$ cat config.mk
export PLATFORM = sky130hd
export DESIGN_NAME = ssq_ctrl
export DESIGN_NICKNAME = d
export VERILOG_FILES = /design/src/design/ssq_pkg.sv /design/src/design/ssq_ctrl.sv
export SDC_FILE = /design/constraint.sdc
export NUM_CORES = 1
export LEC_CHECK = 0
export BUFFER_PORTS_ARGS = -buffer_cell sky130_fd_sc_hd__buf_2
export CAP_MARGIN = 15
export CELL_PAD_IN_SITES_DETAIL_PLACEMENT = 1
export CELL_PAD_IN_SITES_GLOBAL_PLACEMENT = 1
export CORE_ASPECT_RATIO = 1.5
export CORE_MARGIN = 2
export CORE_UTILIZATION = 31
export CTS_BUF_LIST = sky130_fd_sc_hd__clkbuf_4 sky130_fd_sc_hd__clkbuf_8
export DETAILED_ROUTE_END_ITERATION = 10
export GPL_TIMING_DRIVEN = 0
export PLACE_DENSITY_LB_ADDON = 0.1
export SYNTH_ARGS = -nofsm -noshare
export SYNTH_HDL_FRONTEND = slang
export SYNTH_SLANG_ARGS = --single-unit
$ cat constraint.sdc
create_clock -name clk -period 2.1 [get_ports clk]
set_clock_uncertainty 0.15 [all_clocks]
set_input_delay 0.315 -clock clk [delete_from_list [all_inputs] [get_ports clk]]
set_output_delay 0.315 -clock clk [all_outputs]
set_load 0.03 [all_outputs]
$ cat src/design/ssq_pkg.sv
`default_nettype none

package ssq_pkg;

  // Queue geometry and field widths.
  localparam int QUEUE_DEPTH    = 64;
  localparam int THREAD_ID_BITS = 16;
  localparam int TIME_W         = 63;
  localparam int ID_W           = 16;
  localparam int ADDR_W         = $clog2(QUEUE_DEPTH);
  localparam int CNT_W          = $clog2(QUEUE_DEPTH + 1);

  // All ones in the time field means no wake-up is pending.
  localparam logic [TIME_W-1:0] NO_WAKE = '1;

  localparam logic OP_SLEEP = 1'b0;
  localparam logic OP_TICK  = 1'b1;

  typedef enum logic [1:0] {
    KIND_SLEEP_OK   = 2'd0,
    KIND_WOKEN      = 2'd1,
    KIND_NONE_WOKEN = 2'd2,
    KIND_FULL       = 2'd3
  } kind_t;

  typedef struct packed {
    logic              operation;
    logic [ID_W-1:0]   thread_id;
    logic [TIME_W-1:0] wake_time;
    logic              from_idle;
    logic [TIME_W-1:0] now;
  } in_item_t;

  typedef struct packed {
    kind_t             kind;
    logic [ID_W-1:0]   woken_id;
    logic [TIME_W-1:0] next_wakeup;
    logic              last;
  } out_item_t;

  // Commands from the controller to the datapath.
  typedef struct packed {
    logic  capture;
    logic  sleep_upd;
    logic  ins_init;
    logic  mv_wr;
    logic  new_wr;
    logic  scan_init;
    logic  scan_step;
    logic  scan_done;
    logic  tick_empty;
    logic  rd_head;
    logic  pop;
    logic  push;
    kind_t kind;
  } ssq_cmd_t;

  // Status from the datapath to the controller.
  typedef struct packed {
    logic is_tick;
    logic from_idle;
    logic full;
    logic empty;
    logic ins_one;
    logic rd_ge;
    logic rd_le;
    logic scan_end;
    logic woken_zero;
    logic woken_one;
    logic out_free;
  } ssq_stat_t;

endpackage

`default_nettype wire

$ cat src/design/ssq_ctrl.sv
`default_nettype none

module ssq_ctrl
  import ssq_pkg::*;
(
  input  wire logic      clk,
  input  wire logic      rst_n,
  input  wire logic      in_valid,
  output logic           in_ready,
  input  wire ssq_stat_t stat,
  output ssq_cmd_t       cmd
);

  typedef enum logic [7:0] {
    ST_IDLE      = 8'b0000_0001,
    ST_DECODE    = 8'b0000_0010,
    ST_SHIFT     = 8'b0000_0100,
    ST_INS_WR    = 8'b0000_1000,
    ST_TICK_SCAN = 8'b0001_0000,
    ST_TICK_CHK  = 8'b0010_0000,
    ST_TICK_OUT  = 8'b0100_0000,
    ST_RESP      = 8'b1000_0000
  } ssq_state_t;

  ssq_state_t state_r, state_nxt;
  kind_t      kind_r, kind_nxt;

  always_comb begin
    state_nxt = state_r;
    kind_nxt  = kind_r;
    cmd       = '0;
    cmd.kind  = kind_r;
    in_ready  = 1'b0;
    case (state_r)
      ST_IDLE: begin
        in_ready = 1'b1;
        if (in_valid) begin
          cmd.capture = 1'b1;
          state_nxt   = ST_DECODE;
        end
      end
      ST_DECODE: begin
        if (stat.is_tick) begin
          if (stat.empty) begin
            cmd.tick_empty = 1'b1;
            kind_nxt       = KIND_NONE_WOKEN;
            state_nxt      = ST_RESP;
          end else begin
            cmd.scan_init = 1'b1;
            state_nxt     = ST_TICK_SCAN;
          end
        end else if (!stat.from_idle && stat.full) begin
          kind_nxt  = KIND_FULL;
          state_nxt = ST_RESP;
        end else begin
          cmd.sleep_upd = 1'b1;
          kind_nxt      = KIND_SLEEP_OK;
          if (stat.from_idle) begin
            state_nxt = ST_RESP;
          end else begin
            cmd.ins_init = 1'b1;
            state_nxt    = stat.empty ? ST_INS_WR : ST_SHIFT;
          end
        end
      end
      ST_SHIFT: begin
        if (stat.rd_ge) begin
          cmd.mv_wr = 1'b1;
          if (stat.ins_one) begin
            state_nxt = ST_INS_WR;
          end
        end else begin
          state_nxt = ST_INS_WR;
        end
      end
      ST_INS_WR: begin
        cmd.new_wr = 1'b1;
        state_nxt  = ST_RESP;
      end
      ST_TICK_SCAN: begin
        if (stat.rd_le && !stat.scan_end) begin
          cmd.scan_step = 1'b1;
        end else begin
          cmd.scan_done = 1'b1;
          state_nxt     = ST_TICK_CHK;
        end
      end
      ST_TICK_CHK: begin
        if (stat.woken_zero) begin
          kind_nxt  = KIND_NONE_WOKEN;
          state_nxt = ST_RESP;
        end else begin
          cmd.rd_head = 1'b1;
          state_nxt   = ST_TICK_OUT;
        end
      end
      ST_TICK_OUT: begin
        if (stat.out_free) begin
          cmd.pop = 1'b1;
          if (stat.woken_one) begin
            state_nxt = ST_IDLE;
          end
        end
      end
      ST_RESP: begin
        if (stat.out_free) begin
          cmd.push  = 1'b1;
          state_nxt = ST_IDLE;
        end
      end
      default: begin
        state_nxt = ST_IDLE;
      end
    endcase
  end

  always_ff @(posedge clk) begin
    if (!rst_n) begin
      state_r <= ST_IDLE;
      kind_r  <= KIND_SLEEP_OK;
    end else begin
      state_r <= state_nxt;
      kind_r  <= kind_nxt;
    end
  end

endmodule

`default_nettype wire

; ---- Word-level counts from Yosys, hierarchy flattened
; Index checks and enable logic that the tools add are counted.
[totals]
elab_cells = 68
input_bits = 14
reg_bits = 10
output_inout_bits = 15
[op_classes]
eq_ne = 16
muxes = 43
n_reduce_logical = 7
[ops]
columns = operator, count
row1 = $mux 8, 12
row2 = $pmux 8 s8, 1
row3 = $mux 1, 20
row4 = $mux 2, 8
row5 = $ne 2x2->1 const B, 6
row6 = $eq 8x1->1 const B, 1
row7 = $eq 8x2->1 const B, 1
row8 = $eq 8x3->1 const B, 1
row9 = $eq 8x4->1 const B, 1
row10 = $eq 8x5->1 const B, 1
row11 = $eq 8x6->1 const B, 1
row12 = $eq 8x7->1 const B, 1
row13 = $eq 8x8->1 const B, 1
row14 = $ne 3x3->1 const B, 2
row15 = $reduce_and 6->1, 1
row16 = $mux 4, 1
row17 = $pmux 2 s2, 1
row18 = $reduce_and 3->1, 1
row19 = $logic_and 1x1->1, 2
row20 = $logic_not 1->1, 2
row21 = $reduce_bool 2->1, 1

; ---- Depth between registers and ports, before layout
[logic_depth]
depth_word = 5
ltp_mapped = 6
depth_no_buf = 6

; ---- Least setup slack after synthesis
; Ideal clock, no wire load.
[synth_timing]
kind = reg-to-reg
startpoint = reg state_r[7]
endpoint = reg state_r[0]
setup_slack_ns = -0.560
path_buffers = 0
t_arrival_ns = 2.394
setup_ns = 0.116
path_stages_with_launch = 5
synth_period_minus_slack_ns = 2.660
cell_sequence = dfxtp_1 > or4_4 > nor4_1 > nor2_1 > a31o_2
[synth_via]
elab_chain_cells = 3
elab_cells_between_ends = 16
cone_classes = eq/ne (14) / mux (1) / reduce/logical (1)
[synth_lines]
columns = item, line_no
row1 = "start, declared", ssq_ctrl.sv:25  ; ssq_state_t state_r, state_nxt;
row2 = "start signal, assigned", ssq_ctrl.sv:122  ; state_r <= state_nxt;
row3 = "$eq 8x3->1, or another cell as far along", ssq_ctrl.sv:34  ; case (state_r)
row4 = $ne 3x3->1 (no source line) / $ne 2x2->1 (equally long branches), n/a
row5 = $reduce_and 6->1 (no source line), n/a
; Several ways; a longest one is shown, not always the timed one.
; A chain may end at the register's enable or synchronous reset.

==> results_dict.tcl <==
set metrics [dict create \
    status "complete, but fails checks" \
    violations "negative setup slack" \
    antenna_found_initial 0 \
    slew_headroom_pct 74.31 \
    ant_nets 0 \
    final.period_utilization_pct 114.2 \
    synth_warnings 0 \
    synth_compound_area_share_pct 19.57 \
    drtIter0Drc 10 \
    final_max_slew_viol_count 0 \
    power_mw 1.174 \
    setup_viol 15 \
    vias 918 \
    worst-setup-path-type "flip-flop to output pin" \
    cts_buffers 3 \
    coreArea_mm2 0.002181 \
    reg2reg_to "kind_r[1]" \
    hold_buffers 0 \
    grt-ovfl-total 0 \
    synthAdderAreaFrac_pct 0 \
    worstSetupStartpoint "state_r[4]" \
    syn_area_um2 696.9 \
    clock.fmax_mhz 416.8 \
    syn_avg_cell_area_um2 8.199 \
    ios 29 \
    yosysTopAreaCellShare_pct 28.73 \
    cts_tree "yes" \
    worstHoldStart "rst_n" \
    r2r_cells 8 \
    cts_sinks 10 \
    synthMuxAreaShare_pct 1.436 \
    dp_hpwl_um 1757 \
    io_buffers 28 \
    cpMostUsedCell "buf_6" \
    ys_seq_elements 10 \
    grt_pass1_wl_um 3974 \
    dieArea_mm2 0.002651 \
    synthToLayoutAreaGrowth_pct 93.36 \
    grt_usage_pct 19.93 \
    globalplace.congestion 0.7543 \
    p_per_area_mw_per_mm2 871.2 \
    cp_top_family "simple AND/OR/NAND/NOR gates" \
    cap_viol_max_count 0 \
    vias_per_cell 5.432 \
    cp_slowest_stage_delay_ns 0.57 \
    crit_chain "or4_4 -> or2_1 -> buf_6 -> nor4_4 -> buf_6" \
    cp.depth 5 \
    synth.most_common_cell "nor2_1" \
    yosys.area_share.simple_pct 44.34 \
    drc 0 \
    r2r_setup_slack_ns -0.24 \
    cts.path.max_buffers 2 \
    worstMarginPinSlew_ns 0.3853 \
    synth_area_leaders "dfxtp_1 29%, nor2_1 7.0%, nor4_4 6.1%" \
    arrival_ns 1.93 \
    die_h_um 62.07 \
    clkLatencyLatePin_ns 0.27 \
    r2r-start "state_r[4]" \
    p_leak_nw 0.5681 \
    start_util_pct 31.96 \
    vdd_ir_drop_max_mv 0.8064 \
    synth_xor_area_share_pct 0 \
    cts.clk_slew.worst_paths_ns 0.08 \
    cts_max_level 1 \
    netlist_instances 85 \
    hold_viol_final 0 \
    timing.final.ws_setup_ns -0.2992 \
    finish.net_count 161 \
    dominantRegCellSynth "dfxtp_1" \
    tns_ns -2.271 \
    synth_nets 99 \
    antenna_cells 0 \
    synth_top_family_by_area "simple AND/OR/NAND/NOR gates" \
    path_buf_inv 2 \
    yosys.area.top_type "dfxtp_1" \
    grt_max_degree 9 \
    clockRootBuffer "clkbuf_4" \
    seq_area_frac_synth_pct 28.73 \
    rows 21 \
    period_minus_slack_ns 2.399 \
    critPathRequiredTime_ns 1.63 \
    hold_class "primary input to flip-flop" \
    critPathMaxFanout 5 \
    firstDrtPassIters 2 \
    pre_cts_ws_ns -0.2978 \
    grt_pass1_vias 911 \
    yosys-top-cells-count "13 x nor2_1, 10 x dfxtp_1, 8 x inv_1" \
    die_w_um 42.72 \
    cp-end-kind "output pin" \
    rsz0062_at_grt "yes" \
    wl_per_cell_um 17.63 \
    crit_path_end "cmd[11]" \
    slowest_stage "or4_4" \
    finalWirelength_um 2980 \
    ys_types 33 \
    synthArstFlopShare_pct 0 \
    startpoint_type "flip-flop" \
    drive_gt1_share_pct 65.75 \
    synth_edf_count 0 \
]
## cells in the final DEF (no fill, tap or decap), types with 2 or more instances in the layout
master / n
buf_4: 30
buf_2: 15
nor2_1: 11
buf_6: 10
inv_1: 7
nand2b_1: 5
clkbuf_4: 5
nor4_4: 4
dfxtp_1: 4
dfxtp_4: 4
a21oi_2: 3
a21oi_1: 3
nand2_1: 3
nand4b_1: 2
nor3b_1: 2
nand4_1: 2
nor4_2: 2
dfxtp_2: 2
## what timing repair did
item / CTS / global route
setup buffers: 17 / 14
pin swaps: 18 / 13
gates resized for setup: 34 / 23
setup endpoints to repair: 20 / 22
cloned: 0 / 0
## area by class of cell
class / count / area, um2
clock buffers: 4 / 36.28
repair buffers: 57 / 436.7
flip-flops and latches: 10 / 217.7
fillers: 268 / 833.3
plain buffers: 1 / 11.26
well taps: 23 / 28.78
inverters: 8 / 30.03
multi-input cells: 66 / 586.8
## per-stage QoR
step                      area (um2)  cells  hold slack [ns]  util [%]
final                           1348    169           0.2012     61.79
after global routing            1348    169           0.1785     61.79
after CTS                       1175    157           0.1844     53.87
after detailed placement       894.6    136           0.3199     41.02
after global placement         894.6    136           0.3047     41.02
after floorplan                725.7     85           0.3108         -
## power by group
group,switching (mW),internal [mW]
registers,0.0565,0.234
logic,0.367,0.334
clock network,0.0770,0.105
## flip-flops by register name (all words and copies together) (netlist names)
| signal | flops |
|---|---|
| kind_r | 2 |
| state_r | 8 |
## how the worst min path moves through the flow
stage	end	slack (ns)	depth (start not counted)
floorplan	state_r[1]	0.31	1
global placement	kind_r[0]	0.30	2
detailed placement	kind_r[0]	0.32	2
CTS	state_r[1]	0.18	2
global route	state_r[1]	0.18	2
finish	state_r[1]	0.20	2
## worst reg2reg max path: cells and delay by family (launching register included)
| family | cells | cell delay [ns] |
|---|---|---|
| compound gates | 2 | 0.48 |
| simple gates | 3 | 0.88 |
| flops | 1 | 0.36 |
| buf+inv | 3 | 0.37 |
## cells by family after synthesis
logic type             after synthesis
muxes                                1
AOI/OAI and AO/OA                   18
and+or+nand+nor                     47
DFF                                 10
buffers and inverters                9
## layer usage
metal | vias up | part of all wire (%) | track usage (%)
li1 | 438 | - | -
met1 | 444 | 36 | 20.21
met2 | 28 | 57 | 40.26
met3 | 8 | 3.0 | 3.179
met4 | 0 | 3.3 | 7.589
met5 | - | 0 | 0
Power figures use the tool's default switching activity.
